`config.mk`:
```
export PLATFORM = sky130hd
export DESIGN_NAME = ps2_set1_scancode_to_ascii_top
export DESIGN_NICKNAME = d
export VERILOG_FILES = /design/src/rtl/ps2s1_pkg.sv /design/src/rtl/ps2_set1_scancode_to_ascii_top.sv
export SDC_FILE = /design/constraint.sdc
export NUM_CORES = 1
export LEC_CHECK = 0
export BUFFER_PORTS_ARGS = -buffer_cell sky130_fd_sc_hd__buf_4
export CAP_MARGIN = 30
export CORE_MARGIN = 1.5
export CORE_UTILIZATION = 45
export CTS_CLUSTER_SIZE = 24
export DETAILED_ROUTE_END_ITERATION = 8
export GPL_TIMING_DRIVEN = 1
export PLACE_DENSITY = 0.69
export SYNTH_ARGS = -nofsm -noshare
export SYNTH_HDL_FRONTEND = slang
export SYNTH_SLANG_ARGS = --single-unit
```
`constraint.sdc`:
```
create_clock -name clk_i -period 2.8 [get_ports clk_i]
set_input_delay 0.14 -clock clk_i [delete_from_list [all_inputs] [get_ports clk_i]]
set_output_delay 0.14 -clock clk_i [all_outputs]
set_load 0.02 [all_outputs]
```
`src/rtl/ps2s1_pkg.sv`:
```
// Package with the scancode constants, key kinds and UK layout tables for the decoder.
`timescale 1ns / 1ps

package ps2s1_pkg;

  typedef enum logic [1:0] {
    KIND_CHAR = 2'd0,
    KIND_UP   = 2'd1,
    KIND_DOWN = 2'd2
  } kind_e;

  localparam logic [7:0] SC_PREFIX     = 8'hE0;
  localparam logic [7:0] SC_BREAK_BIT  = 8'h80;
  localparam logic [7:0] SC_LSHIFT     = 8'h2A;
  localparam logic [7:0] SC_RSHIFT     = 8'h36;
  localparam logic [7:0] SC_CAPS       = 8'h3A;
  localparam logic [7:0] SC_ARROW_UP   = 8'h48;
  localparam logic [7:0] SC_ARROW_DOWN = 8'h50;
  localparam logic [6:0] CASE_BIT      = 7'h20;

  // Entries past the last key code are zero, so any make code below 64 may index.
  localparam logic [6:0] PLAIN_TAB [64] = '{
    7'h00, 7'h00, 7'h31, 7'h32, 7'h33, 7'h34, 7'h35, 7'h36,
    7'h37, 7'h38, 7'h39, 7'h30, 7'h2D, 7'h3D, 7'h08, 7'h09,
    7'h71, 7'h77, 7'h65, 7'h72, 7'h74, 7'h79, 7'h75, 7'h69,
    7'h6F, 7'h70, 7'h5B, 7'h5D, 7'h0A, 7'h00, 7'h61, 7'h73,
    7'h64, 7'h66, 7'h67, 7'h68, 7'h6A, 7'h6B, 7'h6C, 7'h3B,
    7'h27, 7'h23, 7'h00, 7'h23, 7'h7A, 7'h78, 7'h63, 7'h76,
    7'h62, 7'h6E, 7'h6D, 7'h2C, 7'h2E, 7'h2F, 7'h00, 7'h2A,
    7'h00, 7'h20, 7'h00, 7'h00, 7'h00, 7'h00, 7'h00, 7'h00
  };

  localparam logic [6:0] SHIFT_TAB [64] = '{
    7'h00, 7'h00, 7'h21, 7'h22, 7'h00, 7'h24, 7'h25, 7'h5E,
    7'h26, 7'h2A, 7'h28, 7'h29, 7'h5F, 7'h2B, 7'h08, 7'h09,
    7'h51, 7'h57, 7'h45, 7'h52, 7'h54, 7'h59, 7'h55, 7'h49,
    7'h4F, 7'h50, 7'h7B, 7'h7D, 7'h0A, 7'h00, 7'h41, 7'h53,
    7'h44, 7'h46, 7'h47, 7'h48, 7'h4A, 7'h4B, 7'h4C, 7'h3A,
    7'h40, 7'h7E, 7'h00, 7'h7E, 7'h5A, 7'h58, 7'h43, 7'h56,
    7'h42, 7'h4E, 7'h4D, 7'h3C, 7'h3E, 7'h3F, 7'h00, 7'h2A,
    7'h00, 7'h20, 7'h00, 7'h00, 7'h00, 7'h00, 7'h00, 7'h00
  };

endpackage

```
`src/rtl/ps2_set1_scancode_to_ascii_top.sv`:
```
// Top level of the scancode set 1 to ASCII decoder.
`timescale 1ns / 1ps

// Takes one scancode set 1 byte per request and tracks shift, caps lock and the
// extended prefix. A make code of a printable key gives a character from the UK
// layout, and an extended up or down arrow gives an arrow request; all other bytes
// only update the flags or are dropped. One byte can be accepted every cycle while
// the output is not stalled; a byte passes through an input register and then a
// result register before its result appears.
module ps2_set1_scancode_to_ascii_top (
  input  logic               clk_i,
  input  logic               rst_ni,
  input  logic               in_valid_i,
  output logic               in_ready_o,
  input  logic [7:0]         scan_byte_i,
  output logic               out_valid_o,
  input  logic               out_ready_i,
  output ps2s1_pkg::kind_e   key_kind_o,
  output logic [6:0]         char_code_o
);
  import ps2s1_pkg::*;

  logic       in_valid_q;
  logic [7:0] byte_q;
  logic       shift_q, shift_d;
  logic       caps_q, caps_d;
  logic       prefix_q, prefix_d;
  logic       out_valid_q;
  kind_e      kind_q, kind_d;
  logic [6:0] char_q, char_d;
  logic       has_res;
  logic       out_free;
  logic       advance;
  logic [6:0] tab_ch;

  assign out_free   = !out_valid_q || out_ready_i;
  assign advance    = in_valid_q && (!has_res || out_free);
  assign in_ready_o = !in_valid_q || advance;

  always_comb begin
    shift_d  = shift_q;
    caps_d   = caps_q;
    prefix_d = prefix_q;
    has_res  = 1'b0;
    kind_d   = KIND_CHAR;
    char_d   = 7'd0;
    tab_ch   = shift_q ? SHIFT_TAB[byte_q[5:0]] : PLAIN_TAB[byte_q[5:0]];
    if (byte_q == SC_PREFIX) begin
      prefix_d = 1'b1;
    end else if (byte_q == SC_LSHIFT || byte_q == SC_RSHIFT) begin
      shift_d = 1'b1;
    end else if (byte_q == (SC_LSHIFT | SC_BREAK_BIT) ||
                 byte_q == (SC_RSHIFT | SC_BREAK_BIT)) begin
      shift_d = 1'b0;
    end else if (byte_q == SC_CAPS) begin
      caps_d = !caps_q;
    end else if ((byte_q & SC_BREAK_BIT) != 8'd0) begin
      prefix_d = 1'b0;
    end else if (prefix_q) begin
      prefix_d = 1'b0;
      if (byte_q == SC_ARROW_UP) begin
        has_res = 1'b1;
        kind_d  = KIND_UP;
      end else if (byte_q == SC_ARROW_DOWN) begin
        has_res = 1'b1;
        kind_d  = KIND_DOWN;
      end
    end else if (!byte_q[6] && tab_ch != 7'd0) begin
      has_res = 1'b1;
      char_d  = tab_ch;
      if (caps_q && (tab_ch inside {[7'h41:7'h5A], [7'h61:7'h7A]})) begin
        char_d = tab_ch ^ CASE_BIT;
      end
    end
  end

  always_ff @(posedge clk_i or negedge rst_ni) begin
    if (!rst_ni) begin
      in_valid_q  <= 1'b0;
      shift_q     <= 1'b0;
      caps_q      <= 1'b0;
      prefix_q    <= 1'b0;
      out_valid_q <= 1'b0;
    end else begin
      if (in_ready_o) begin
        in_valid_q <= in_valid_i;
      end
      if (advance) begin
        shift_q  <= shift_d;
        caps_q   <= caps_d;
        prefix_q <= prefix_d;
      end
      if (out_free) begin
        out_valid_q <= advance && has_res;
      end
    end
  end

  always_ff @(posedge clk_i) begin
    if (in_valid_i && in_ready_o) begin
      byte_q <= scan_byte_i;
    end
    if (advance && has_res && out_free) begin
      kind_q <= kind_d;
      char_q <= char_d;
    end
  end

  assign out_valid_o = out_valid_q;
  assign key_kind_o  = kind_q;
  assign char_code_o = char_q;

endmodule

```
# --- Word-level counts from Yosys, hierarchy flattened ---
# Memories as Yosys holds them, arrays and structs flattened.
# Index checks and enable logic that the tools add are counted.
totals:
  out_inout_bits: 11
  mem_bits_ro: 896
  in_bits: 12
  n_memories: 2
  regBits: 22
mem_list:
  columns: ["name", "words", "word_bits", "read_ports", "rd_clocked_by_memory_dff", "wr", "line", "source"]
  rows:
  - ["(name not given)", 64, 7, 1, 0, 0, "ps2_set1_scancode_to_ascii_top.sv:47", "tab_ch = shift_q ? SHIFT_TAB[byte_q[5:0]] : PLAIN_TAB[byte_q[5:0]];"]
  - ["(name not given)", 64, 7, 1, 0, 0, "ps2_set1_scancode_to_ascii_top.sv:47", null]
op_classes:
  n_lt_le_gt_ge: 5
  reduce_logical: 27
  eq_ne: 11
  mux: 23
  n_bitwise: 7
ops:
  columns: ["operator", "n"]
  rows:
  - ["7-bit two-way mux", 5]
  - ["8-bit by 6-bit equality test with 1-bit output (second input constant)", 3]
  - ["8-bit equality test (second input constant)", 3]
  - ["7-bit >= comparator (second input constant)", 3]
  - ["8-bit by 7-bit equality test with 1-bit output (second input constant)", 2]
  - ["1-bit two-way mux", 16]
  - ["7-bit less-or-equal comparator (second input constant)", 2]
  - ["7-bit OR reduction", 2]
  - ["1-bit logical AND", 8]
  - ["6-bit NOT with 7-bit output", 1]
  - ["7-bit nonzero test", 1]
  - ["6-bit two-way mux", 1]
  - ["2-bit != test (second input constant)", 3]
  - ["1-bit NOT", 6]
  - ["6-bit OR reduction", 1]
  - ["1-bit zero test", 5]
  - ["1-bit logical OR", 5]
  - ["5-bit AND reduction", 1]
  - ["4-bit AND reduction", 1]
  - ["2-bit nonzero test", 2]
  - ["3-bit AND reduction", 1]
  - ["2-bit two-way mux", 1]

# --- Longest topological paths before layout ---
# Gate-level depths: netlist of run 1.
depth:
  word_depth: 19
  depth_mapped: 11
  ltp_nobuf: 9

# --- Worst setup path after synthesis of run 1 ---
# Ideal clock, no wire load.
synth_path:
  kind: "register to register"
  start: "register byte_q[1]"
  end: "register char_q[0] (netlist: char_code_o[0]), enable pin"
  path_buffers: 2
  path_slack_ns: -0.341
  path_stages_with_launch: 12
  t_required_ns: 2.426
  setup_ns: 0.374
  synth_period_minus_slack_ns: 3.141
  arrival_time_ns: 2.766
  path_cell_list: "edfxtp_1 -> buf_2 -> inv_1 -> ha_1 -> clkbuf_1 -> nor2_1 -> a2111oi_0 -> o32ai_1 -> o22ai_1 -> nand4bb_4 -> o221ai_4 -> nor2_1"
synth_via:
  elab_chain_len: 19
  elab_cells_between_ends: 34
  cone_classes: "eq/ne: 8; mux: 14; bitwise: 1; reduce/logical: 9; memory: 2"
synth_lines:
  columns: ["element", "line", "source"]
  rows:
  - ["from (decl)", "ps2_set1_scancode_to_ascii_top.sv:24", "logic [7:0] byte_q;"]
  - ["from (signal assigned)", "ps2_set1_scancode_to_ascii_top.sv:101", "byte_q <= scan_byte_i;"]
  - ["6-bit NOT with 7-bit output (not written as such)", "ps2_set1_scancode_to_ascii_top.sv:47", null]
  - ["memory read 64 x 7 bit", null, null]
  - ["7-bit two-way mux (not written as such) (2 in a row)", "ps2_set1_scancode_to_ascii_top.sv:47", null]
  - ["7-bit two-way mux", "ps2_set1_scancode_to_ascii_top.sv:47", null]
  - ["7-bit nonzero test", "ps2_set1_scancode_to_ascii_top.sv:68", "end else if (!byte_q[6] && tab_ch != 7'd0) begin"]
  - ["1-bit logical AND", "ps2_set1_scancode_to_ascii_top.sv:68", null]
  - ["1-bit two-way mux", "ps2_set1_scancode_to_ascii_top.sv:68", null]
  - ["1-bit two-way mux", "ps2_set1_scancode_to_ascii_top.sv:59", "end else if (prefix_q) begin"]
  - ["1-bit two-way mux", "ps2_set1_scancode_to_ascii_top.sv:57", "end else if ((byte_q & SC_BREAK_BIT) != 8'd0) begin"]
  - ["1-bit two-way mux", "ps2_set1_scancode_to_ascii_top.sv:55", "end else if (byte_q == SC_CAPS) begin"]
  - ["1-bit two-way mux", "ps2_set1_scancode_to_ascii_top.sv:52", "end else if (byte_q == (SC_LSHIFT | SC_BREAK_BIT) ||"]
  - ["1-bit two-way mux", "ps2_set1_scancode_to_ascii_top.sv:50", "end else if (byte_q == SC_LSHIFT || byte_q == SC_RSHIFT) begin"]
  - ["1-bit two-way mux *", "ps2_set1_scancode_to_ascii_top.sv:48", "if (byte_q == SC_PREFIX) begin"]
  - ["1-bit zero test", "ps2_set1_scancode_to_ascii_top.sv:37", "assign advance = in_valid_q && (!has_res || out_free);"]
  - ["1-bit logical OR", "ps2_set1_scancode_to_ascii_top.sv:37", null]
  - ["1-bit logical AND", "ps2_set1_scancode_to_ascii_top.sv:37", null]
  - ["1-bit logical AND * (2 in a row)", "ps2_set1_scancode_to_ascii_top.sv:103", "if (advance && has_res && out_free) begin"]
  - ["to (signal assigned)", "ps2_set1_scancode_to_ascii_top.sv:105", "char_q <= char_d;"]
  - ["to (decl)", "ps2_set1_scancode_to_ascii_top.sv:30", "logic [6:0] char_q, char_d;"]
# Mark *: on every way between the ends. The rest lies on a longest branch, timed or not. The select of a mux whose other input is x is not followed.
# A chain may end at the register's enable or synchronous reset.

# --- Worst setup path after layout of run 1 ---
layout_path:
  start: "register byte_q[1]"
  end: "output port in_ready_o"
layout_via:
  elab_chain_len: 18
  elab_cells_between_ends: 33
  cone_classes: "eq/ne: 8; mux: 14; bitwise: 1; reduce/logical: 8; memory: 2"
layout_lines:
  columns: ["element", "line", "source"]
  rows:
  - ["6-bit NOT with 7-bit output (not written as such)", "ps2_set1_scancode_to_ascii_top.sv:47", null]
  - ["memory read 64 x 7 bit", null, null]
  - ["7-bit two-way mux (not written as such) (2 in a row)", "ps2_set1_scancode_to_ascii_top.sv:47", null]
  - ["7-bit two-way mux", "ps2_set1_scancode_to_ascii_top.sv:47", null]
  - ["7-bit nonzero test", "ps2_set1_scancode_to_ascii_top.sv:68", null]
  - ["1-bit logical AND", "ps2_set1_scancode_to_ascii_top.sv:68", null]
  - ["1-bit two-way mux", "ps2_set1_scancode_to_ascii_top.sv:68", null]
  - ["1-bit two-way mux", "ps2_set1_scancode_to_ascii_top.sv:59", null]
  - ["1-bit two-way mux", "ps2_set1_scancode_to_ascii_top.sv:57", null]
  - ["1-bit two-way mux", "ps2_set1_scancode_to_ascii_top.sv:55", null]
  - ["1-bit two-way mux", "ps2_set1_scancode_to_ascii_top.sv:52", null]
  - ["1-bit two-way mux", "ps2_set1_scancode_to_ascii_top.sv:50", null]
  - ["1-bit two-way mux *", "ps2_set1_scancode_to_ascii_top.sv:48", null]
  - ["1-bit zero test *", "ps2_set1_scancode_to_ascii_top.sv:37", null]
  - ["1-bit logical OR *", "ps2_set1_scancode_to_ascii_top.sv:37", null]
  - ["1-bit logical AND *", "ps2_set1_scancode_to_ascii_top.sv:37", null]
  - ["1-bit logical OR *", "ps2_set1_scancode_to_ascii_top.sv:38", "assign in_ready_o = !in_valid_q || advance;"]
  - ["to (decl)", "ps2_set1_scancode_to_ascii_top.sv:14", "output logic in_ready_o,"]
# Marked as above.

==> results of run 1 <==
[worst paths after layout]
| kind | endpoint | slack [ns] | cells after the start |
|---|---|---|---|
| max | in_ready_o | -0.08 | 10 |
| min | byte_q[0] | 0.05 | 1 |
| max reg2reg | byte_q[6] | -0.02 | 10 |
| min reg2reg | caps_q | 0.51 | 1 |
| max in group asynchronous | out_valid_o | 2.48 | 2 |
| min in group asynchronous | prefix_q | 0.21 | 2 |
[metrics by stage]
stage / setup slack (ns) / hold slack, ns / utilization, % / instance area (um^2) / power (mW)
finish: -0.08433 / 0.05048 / 62.54 / 2954 / 1.020
global route: -0.1906 / 0.03906 / 62.54 / 2954 / 1.066
CTS: -0.08082 / 0.04678 / 60.13 / 2840 / 0.9846
detailed placement: -0.06081 / -0.05166 / 56.11 / 2650 / 0.7598
global placement: -0.03660 / -0.05616 / 56.11 / 2650 / 0.7555
floorplan: 0.004078 / -0.1556 / - / 2228 / 0.6334
[layout by cell type, fill, tap and decap left out, types with 5 or more instances in the layout]
cell / netlist / layout
nor2b_1: 10 / 10
nand2b_1: 9 / 9
o21ai_0: 10 / 9
buf_4: 8 / 66
nand2_1: 18 / 18
ha_1: 14 / 9
edfxtp_1: 17 / 17
dfrtp_1: 5 / 5
nor2_1: 19 / 16
nand3_1: 6 / 6
a21oi_1: 13 / 13
o211ai_1: 6 / 6
inv_1: 10 / 8
[cells by family after synthesis]
logic type / count (synthesis) / synth area share, %
and+or+nand+nor: 94 / 23.99
AOI/OAI and AO/OA: 76 / 26.50
buffers and inverters: 32 / 7.578
DFF: 22 / 28.95
adders and majority gates: 14 / 7.977
muxes: 7 / 3.818
xor gates and xnor gates: 3 / 1.197
[power by group]
group	switching, mW	internal, mW	total [mW]
Sequential	0.0295	0.373	0.402
Clock	0.0999	0.101	0.201
Combinational	0.213	0.204	0.417
Total	0.343	0.678	1.02
[final cells by class]
cell class,instances,area share (%)
clock buffers,4,1.525
inverters,12,1.609
multi-input cells,195,52.52
flip-flops and latches,22,21.52
well taps,67,2.838
repair buffers,73,19.99
[flip-flops by register name (all words and copies together) (netlist names)]
register,count
in_valid_q,1
byte_q,8
key_kind_o,2
caps_q,1
shift_q,1
out_valid_o,1
char_code_o,7
prefix_q,1
[what timing repair did]
item / 4_1_cts / 5_1_grt
hold buffers: 1 / 0
setup buffers: 9 / 5
hold endpoints to repair: 5 / 0
setup endpoints to repair: 18 / 20
pin swaps: 9 / 13
gates resized for setup: 17 / 18
cloned: 1 / 0
[per-layer routing]
layer | vias up | track usage (%)
met4 | 0 | 7.966
met1 | 1070 | 31.55
li1 | 1053 | -
met2 | 108 | 40.57
met5 | - | 0
met3 | 11 | 4.696
==> metrics.txt, run 1 <==
number of library cell types mapped by synthesis 66; Fin. Hold Viols 0; cells along the critical path ha_2 > buf_6 > nor2_2 > mux4_2 > o211ai_1 > and4_1 > nand4bb_4 > o221ai_4 > or2_1 > buf_6; total of max-cap violations 0; Routed Antenna Nets 0; CTS Buf Count 3; port bufs 22; Die X 72.86 um; Crit Path Class flip-flop to output pin; Setup-failing EPs final 9; Final #Nets 333; fin. max-slew vios 0; cell family with most CP delay simple AND/OR/NAND/NOR gates; Area contributors post-synth edfxtp_1, ha_1, dfrtp_1; P_leak 1.159 nW; share of cells above drive strength 1 36.27%; deepest clock path buffer count 2; Worst EP arrival 2.74 ns; antenna violations before repair 0; peak supply drop 0.0002361 V; biggest area consumer among synthesized cells edfxtp_1; crit end category output pin; fillers 378; Worst Clk Skew 0.001363 ns; Clk pin slew, worst setup/hold paths 0.08 ns; grt total ovfl 0; WP data required 2.66 ns; Post-synth EDFFs 17; Multi-input gate area 1551 um^2; # placed instances 354; worst reg2reg startpoint byte_q[0]; crit start category flip-flop; Non-Filler Instances approximately 370; htree depth 1; Die Y 72.86 um; Post-Synthesis Cells 248; register area 635.6 um^2; sum of negative setup slack -0.2772 ns; post-detail-place hpwl 4505 um; first-pass GRT wire length 9901 um; CTS tree yes; most frequent cell after synthesis nor2_1; highest routed layer met4; die area 5308 um^2; Avg Vias per Cell ~6.0; Synth Cell Area 2196 um^2; met3 WL post-DR 382 um; clock tree sinks 22; post-synthesis sequential area ratio 28.95%; num ports 23; Async S/R FF share, synth 22.73%; worst-margin pin slew 0.5437 ns; Post-Route WL between 6000 and 7000 um; clock latency on the worst-skew pair ~0.26 ns; Commonest cells post-synth nor2_1, nand2_1, edfxtp_1; minimum clock period 2.884 ns; met2 wire length 3089 um; PwrDens 345.4 nW/um^2; gpl congestion a little under 0.9; drt drc 0; crit path from byte_q[1]; total track usage 24.29%; cell mode on critical path buf_6; diodes inserted 0; Tcrit/Tclk final 103.0%; pin count of the biggest net entering global routing 35; Vias 2242; fmax roughly 350 MHz; M1 WL 2658 um; worst setup margin -0.08433 ns; Crit path largest cell delay 0.50 ns; RSZ-0062 raised after global routing true; Syn Area/Cell 8.854 um^2; Starting Density 46.49%; Seq cells post-synth 22; area grow syn2layout 34.53%; hold crit path type input pin to flip-flop; Worst path slowest cell edfxtp_1; status finished with violations; Slew HR 63.75%; Yosys top cell area share a little under a quarter; Hold Path Origin scan_byte_i[0]; CP Buf/Inv Count 2; CP Max Fanout 6; Core Region 4723 um^2; drt wl/cell 16.67 um; CTS root buffer clkbuf_8; initial DRC count about 200; Warnings, synthesis 0; Synthesized Nets 274; failing checks setup timing; vias in the first global route 2040; Synth Flop Type edfxtp_1; num rows 25; Pre-antenna DRT Iters 5
Power figures use the tool's default switching activity.
==> run 2, diff against run 1 <==
RECOVER_POWER = 25   (was not set)
REMOVE_ABC_BUFFERS = 1   (was not set)
==> metrics.txt, run 2 (synthesis results as in run 1) <==
status finished with violations; failing checks setup timing; Area after DPL 2764 um^2; num rows 25; Comb power frac 38.9%; switching pwr 352.0 uW; Finished Cell Area 3141 um^2; diodes inserted 0; max reg flops 8; htree depth 1; commonest non-fill, non-tap cells in the layout buf_4, nor2_1, nand2_1; total of max-cap violations 0; fmax 354.8 MHz; clock tree sinks 22; total track usage 25.60%; Post-Route WL 6628 um; P_leak 1.258 nW; Largest Register byte_q; worst-margin pin slew 0.4908 ns; Tcrit/Tclk final 100.6%; CTS Buf Count 3; drt drc 0; Worst EP arrival 2.68 ns; cells along the critical path inv_2 > buf_4 > ha_4 > buf_6 > nor2_4 > mux4_2 > o211ai_1 > and4_1 > nand4bb_4 > o221ai_4 > or2_1 > buf_6; Fin. Hold Viols 0; CP Max Fanout 4; clock share of power 25.3%; peak supply drop 0.0003772 V; CP Buf/Inv Count 4; Pre-antenna DRT Iters 4; crit start category flip-flop; switching fraction of total power 30.86%; RSZ-0062 raised after global routing true; crit end category output pin; deepest clock path buffer count 2; WP data required roughly 2.7 ns; fillers 374; Routed Antenna Nets 0; CTS root buffer clkbuf_8; sum of negative setup slack -0.01817 ns; PwrDens between 300 and 400 nW/um^2; drt wl/cell 17.13 um; fin. max-slew vios 0; Setup-failing EPs final 1; clock latency on the worst-skew pair 0.26 ns; Starting Density 46.49%; worst setup margin -0.01817 ns; cell mode on critical path buf_6; Crit path largest cell delay ~0.45 ns; post-detail-place hpwl 4762 um; area grow syn2layout 43.02%; CTS tree yes; Slew HR 66.98%; num ports 23; Die X 72.86 um; Crit Path Class flip-flop to output pin; gpl congestion 0.9476; hold crit path type input pin to flip-flop; Int Power 788.6 uW; vias in the first global route 2063; Final #Nets 347; Avg Vias per Cell 5.925; Clk pin slew, worst setup/hold paths 0.08 ns; die area 5308 um^2; initial DRC count 225; cell family with most CP delay simple AND/OR/NAND/NOR gates; share of cells above drive strength 1 roughly 42%; Vias approximately 2.3k; share of power burned in registers around 36%; pin count of the biggest net entering global routing 36; port bufs 22; commonest non-fill, non-tap cell in the layout buf_4; Worst path slowest cell mux4_2; Die Y 72.86 um; first-pass GRT wire length 10350 um; minimum clock period 2.818 ns; Worst Clk Skew 0.001864 ns; Core Region roughly 4700 um^2; Fin Hold WS 0.07510 ns; antenna violations before repair 0; grt total ovfl 0
[run 2: path summary, 6_finish.rpt]
path | start | end | slack [ns] | cells past startpoint
worst min-delay path | scan_byte_i[5] | byte_q[5] | 0.08 | 1
worst max register to register | byte_q[2] | byte_q[1] | 0.02 | 10
worst min register to register | caps_q | caps_q | 0.52 | 1
min in group asynchronous | rst_ni | in_valid_q | 0.27 | 2
max in group asynchronous | rst_ni | shift_q | 2.29 | 2
worst max-delay path | byte_q[0] | in_ready_o | -0.02 | 12
[run 2: power by group through the flow]
stage / clock [mW] / combinational, mW / sequential [mW]
floorplan: 0 / 0.180 / 0.428
global placement: 0 / 0.369 / 0.410
detailed placement: 0 / 0.373 / 0.410
CTS: 0.294 / 0.415 / 0.404
global route: 0.309 / 0.475 / 0.410
finish: 0.289 / 0.443 / 0.408
[run 2: through the flow]
stage	instances	setup slack [ns]	utilization, %	total power, mW
after global routing	387	-0.1678	66.49	1.195
after floorplan	228	-0.3266	-	0.6080
after detailed placement	369	-0.2044	58.52	0.7826
after CTS	384	-0.007287	64.29	1.113
after global placement	369	-0.1211	58.52	0.7782
final	387	-0.01817	66.49	1.141
[run 2: area by class of cell]
cell class | instances | area [um^2] | share of cell area (%)
well taps | 67 | 83.83 | 2.669
multi-input cells | 194 | 1579 | 50.28
clock buffers | 3 | 41.29 | 1.315
repair buffers | 88 | 724.4 | 23.07
inverters | 12 | 45.04 | 1.434
flip-flops and latches | 22 | 636.9 | 20.28
clock inverters | 1 | 30.03 | 0.9562
[run 2: timing repair]
item	4_1_cts	5_1_grt
setup endpoints to repair	18	19
hold buffers	1	0
pin swaps	10	14
gates cloned	0	0
hold endpoints to repair	5	0
buffers inserted	10	3
resized for setup	29	20
[run 2: metal layers]
layer / vias up / wire length [um] / global-route usage, %
met3: 25 / 547 / 4.834
met2: 126 / 3091 / 40.27
met1: 1053 / 2682 / 34.61
li1: 1089 / - / -
met4: 0 / 307 / 10.48
met5: - / 0 / 0
==> run 3, diff against run 2 <==
SKIP_CTS_REPAIR_TIMING = 1   (was not set)
==> metrics.txt, run 3 (synthesis results as in run 1) <==
status finished with violations; failing checks setup timing; worst setup margin -0.07564 ns; Worst Clk Skew 0.002405 ns; RSZ-0062 raised after global routing true; num rows 25; Worst EP arrival around 2.7 ns; Finished Core Util 66.44%; Routed Antenna Nets 0; fmax 347.7 MHz; Worst path slowest cell edfxtp_1; initial DRC count 283; port bufs 22; Pre-antenna DRT Iters 6; Starting Density 46.49%; P_leak roughly 1.2 nW; crit start category flip-flop; commonest non-fill, non-tap cell in the layout buf_4; switching fraction of total power a little under a third; CTS tree yes; Die Y about 73 um; drt drc 0; Int Power about 790 uW; post-detail-place hpwl roughly 4800 um; Post-Route WL ~6600 um; clock tree sinks 22; Comb power frac 38.8%; clock share of power approximately 25%; switching pwr 351.2 uW; pin count of the biggest net entering global routing 36; die area 5308 um^2; htree depth 1; Slew HR between 60% and 70%; hold crit path type input pin to flip-flop; drt wl/cell 17.30 um; fillers 374; commonest non-fill, non-tap cells in the layout buf_4, nand2_1, nor2_1, edfxtp_1, a21oi_1; Crit Path Class flip-flop to output pin; share of power burned in registers 35.9%; num ports 23; peak supply drop 0.0003752 V; total track usage roughly 24%; Non-Filler Instances 384; gpl congestion around 0.95; Fin Hold WS 0.07547 ns; PwrDens 362.7 nW/um^2; Die X 72.86 um; grt total ovfl 0; CTS root buffer clkbuf_8; deepest clock path buffer count 2; worst-margin pin slew just over 0.5 ns; vias in the first global route approximately 2k; area grow syn2layout 42.91%; Vias approximately 2.3k; Core Region between 4000 and 5000 um^2; Avg Vias per Cell 5.953; # placed instances 369; crit end category output pin; WP data required ~2.7 ns; Largest Register byte_q; max reg flops 8; Clk pin slew, worst setup/hold paths 0.08 ns; Final #Nets about 340; fin. max-slew vios 0; PnR Total Power 1.138 mW; Tcrit/Tclk final 102.7%; minimum clock period 2.876 ns; cells along the critical path buf_4 > ha_1 > o2bb2ai_1 > a2111oi_2 > o2bb2ai_2 > o22ai_1 > nand4bb_4 > o221ai_4 > or2_1 > buf_6; antenna violations before repair 0; dpl ws -0.2044 ns; CTS Buf Count 3; share of cells above drive strength 1 41.64%; total of max-cap violations 0; Crit path largest cell delay 0.42 ns; CP Max Fanout 7; Fin. Hold Viols 0; diodes inserted 0; Setup-failing EPs final 6; first-pass GRT wire length ~9900 um; clock latency on the worst-skew pair 0.26 ns
run 3: cell types whose count changed in the layout (fill, tap and decap cells not counted), sizes merged:
cell / previous run / this run
buf: 78 / 75
run 3: power by group through the flow:
stage          combinational [mW]  clock (mW)  sequential, mW
6_report                    0.442       0.288           0.409
5_1_grt                     0.473       0.309           0.410
4_1_cts                     0.375       0.294           0.403
3_5_place_dp                0.373           0           0.410
3_3_place_gp                0.369           0           0.410
2_1_floorplan               0.180           0           0.428
run 3: area by class of cell:
cell class	instances	area, um^2	share of cell area, %
multi-input combinational	194	1580	50.36
timing repair buffer	85	720.7	22.97
sequential	22	636.9	20.30
tap	67	83.83	2.671
inverter	12	45.04	1.435
clock buffer	3	41.29	1.316
clock inverter	1	30.03	0.9569
run 3: layer usage:
metal	routed length [um]	track usage [%]
met5	0	0
met4	219	7.966
met1	2790	34.78
met2	3171	38.12
met3	462	3.867
run 3: critical path, delay by kind of cell, from the launching register on:
kind,cells,cell delay [ns]
adders and majority gates,1,0.28
and+or+nand+nor,2,0.40
buffers and inverters,2,0.31
AOI/OAI and AO/OA,5,1.06
DFF,1,0.42
run 3: final timing paths:
| path | slack (ns) | to | startpoint | cells after the start |
|---|---|---|---|---|
| hold reg to reg | 0.52 | caps_q | caps_q | 1 |
| setup reg to reg | 0 | char_code_o[5] | byte_q[0] | 11 |
| min in group asynchronous | 0.27 | caps_q | rst_ni | 2 |
| max in group asynchronous | 2.29 | shift_q | rst_ni | 2 |
| setup / recovery | -0.08 | in_ready_o | byte_q[0] | 10 |
| hold / removal | 0.08 | byte_q[5] | scan_byte_i[5] | 1 |
run 3: metrics by stage:
step,cell area [um^2],setup TNS [ns]
after global placement,2764,-0.9670
after detailed placement,2764,-1.784
after CTS,2835,-2.316
after global routing,3138,-1.208
after floorplan,2074,-5.360
final,3138,-0.08467
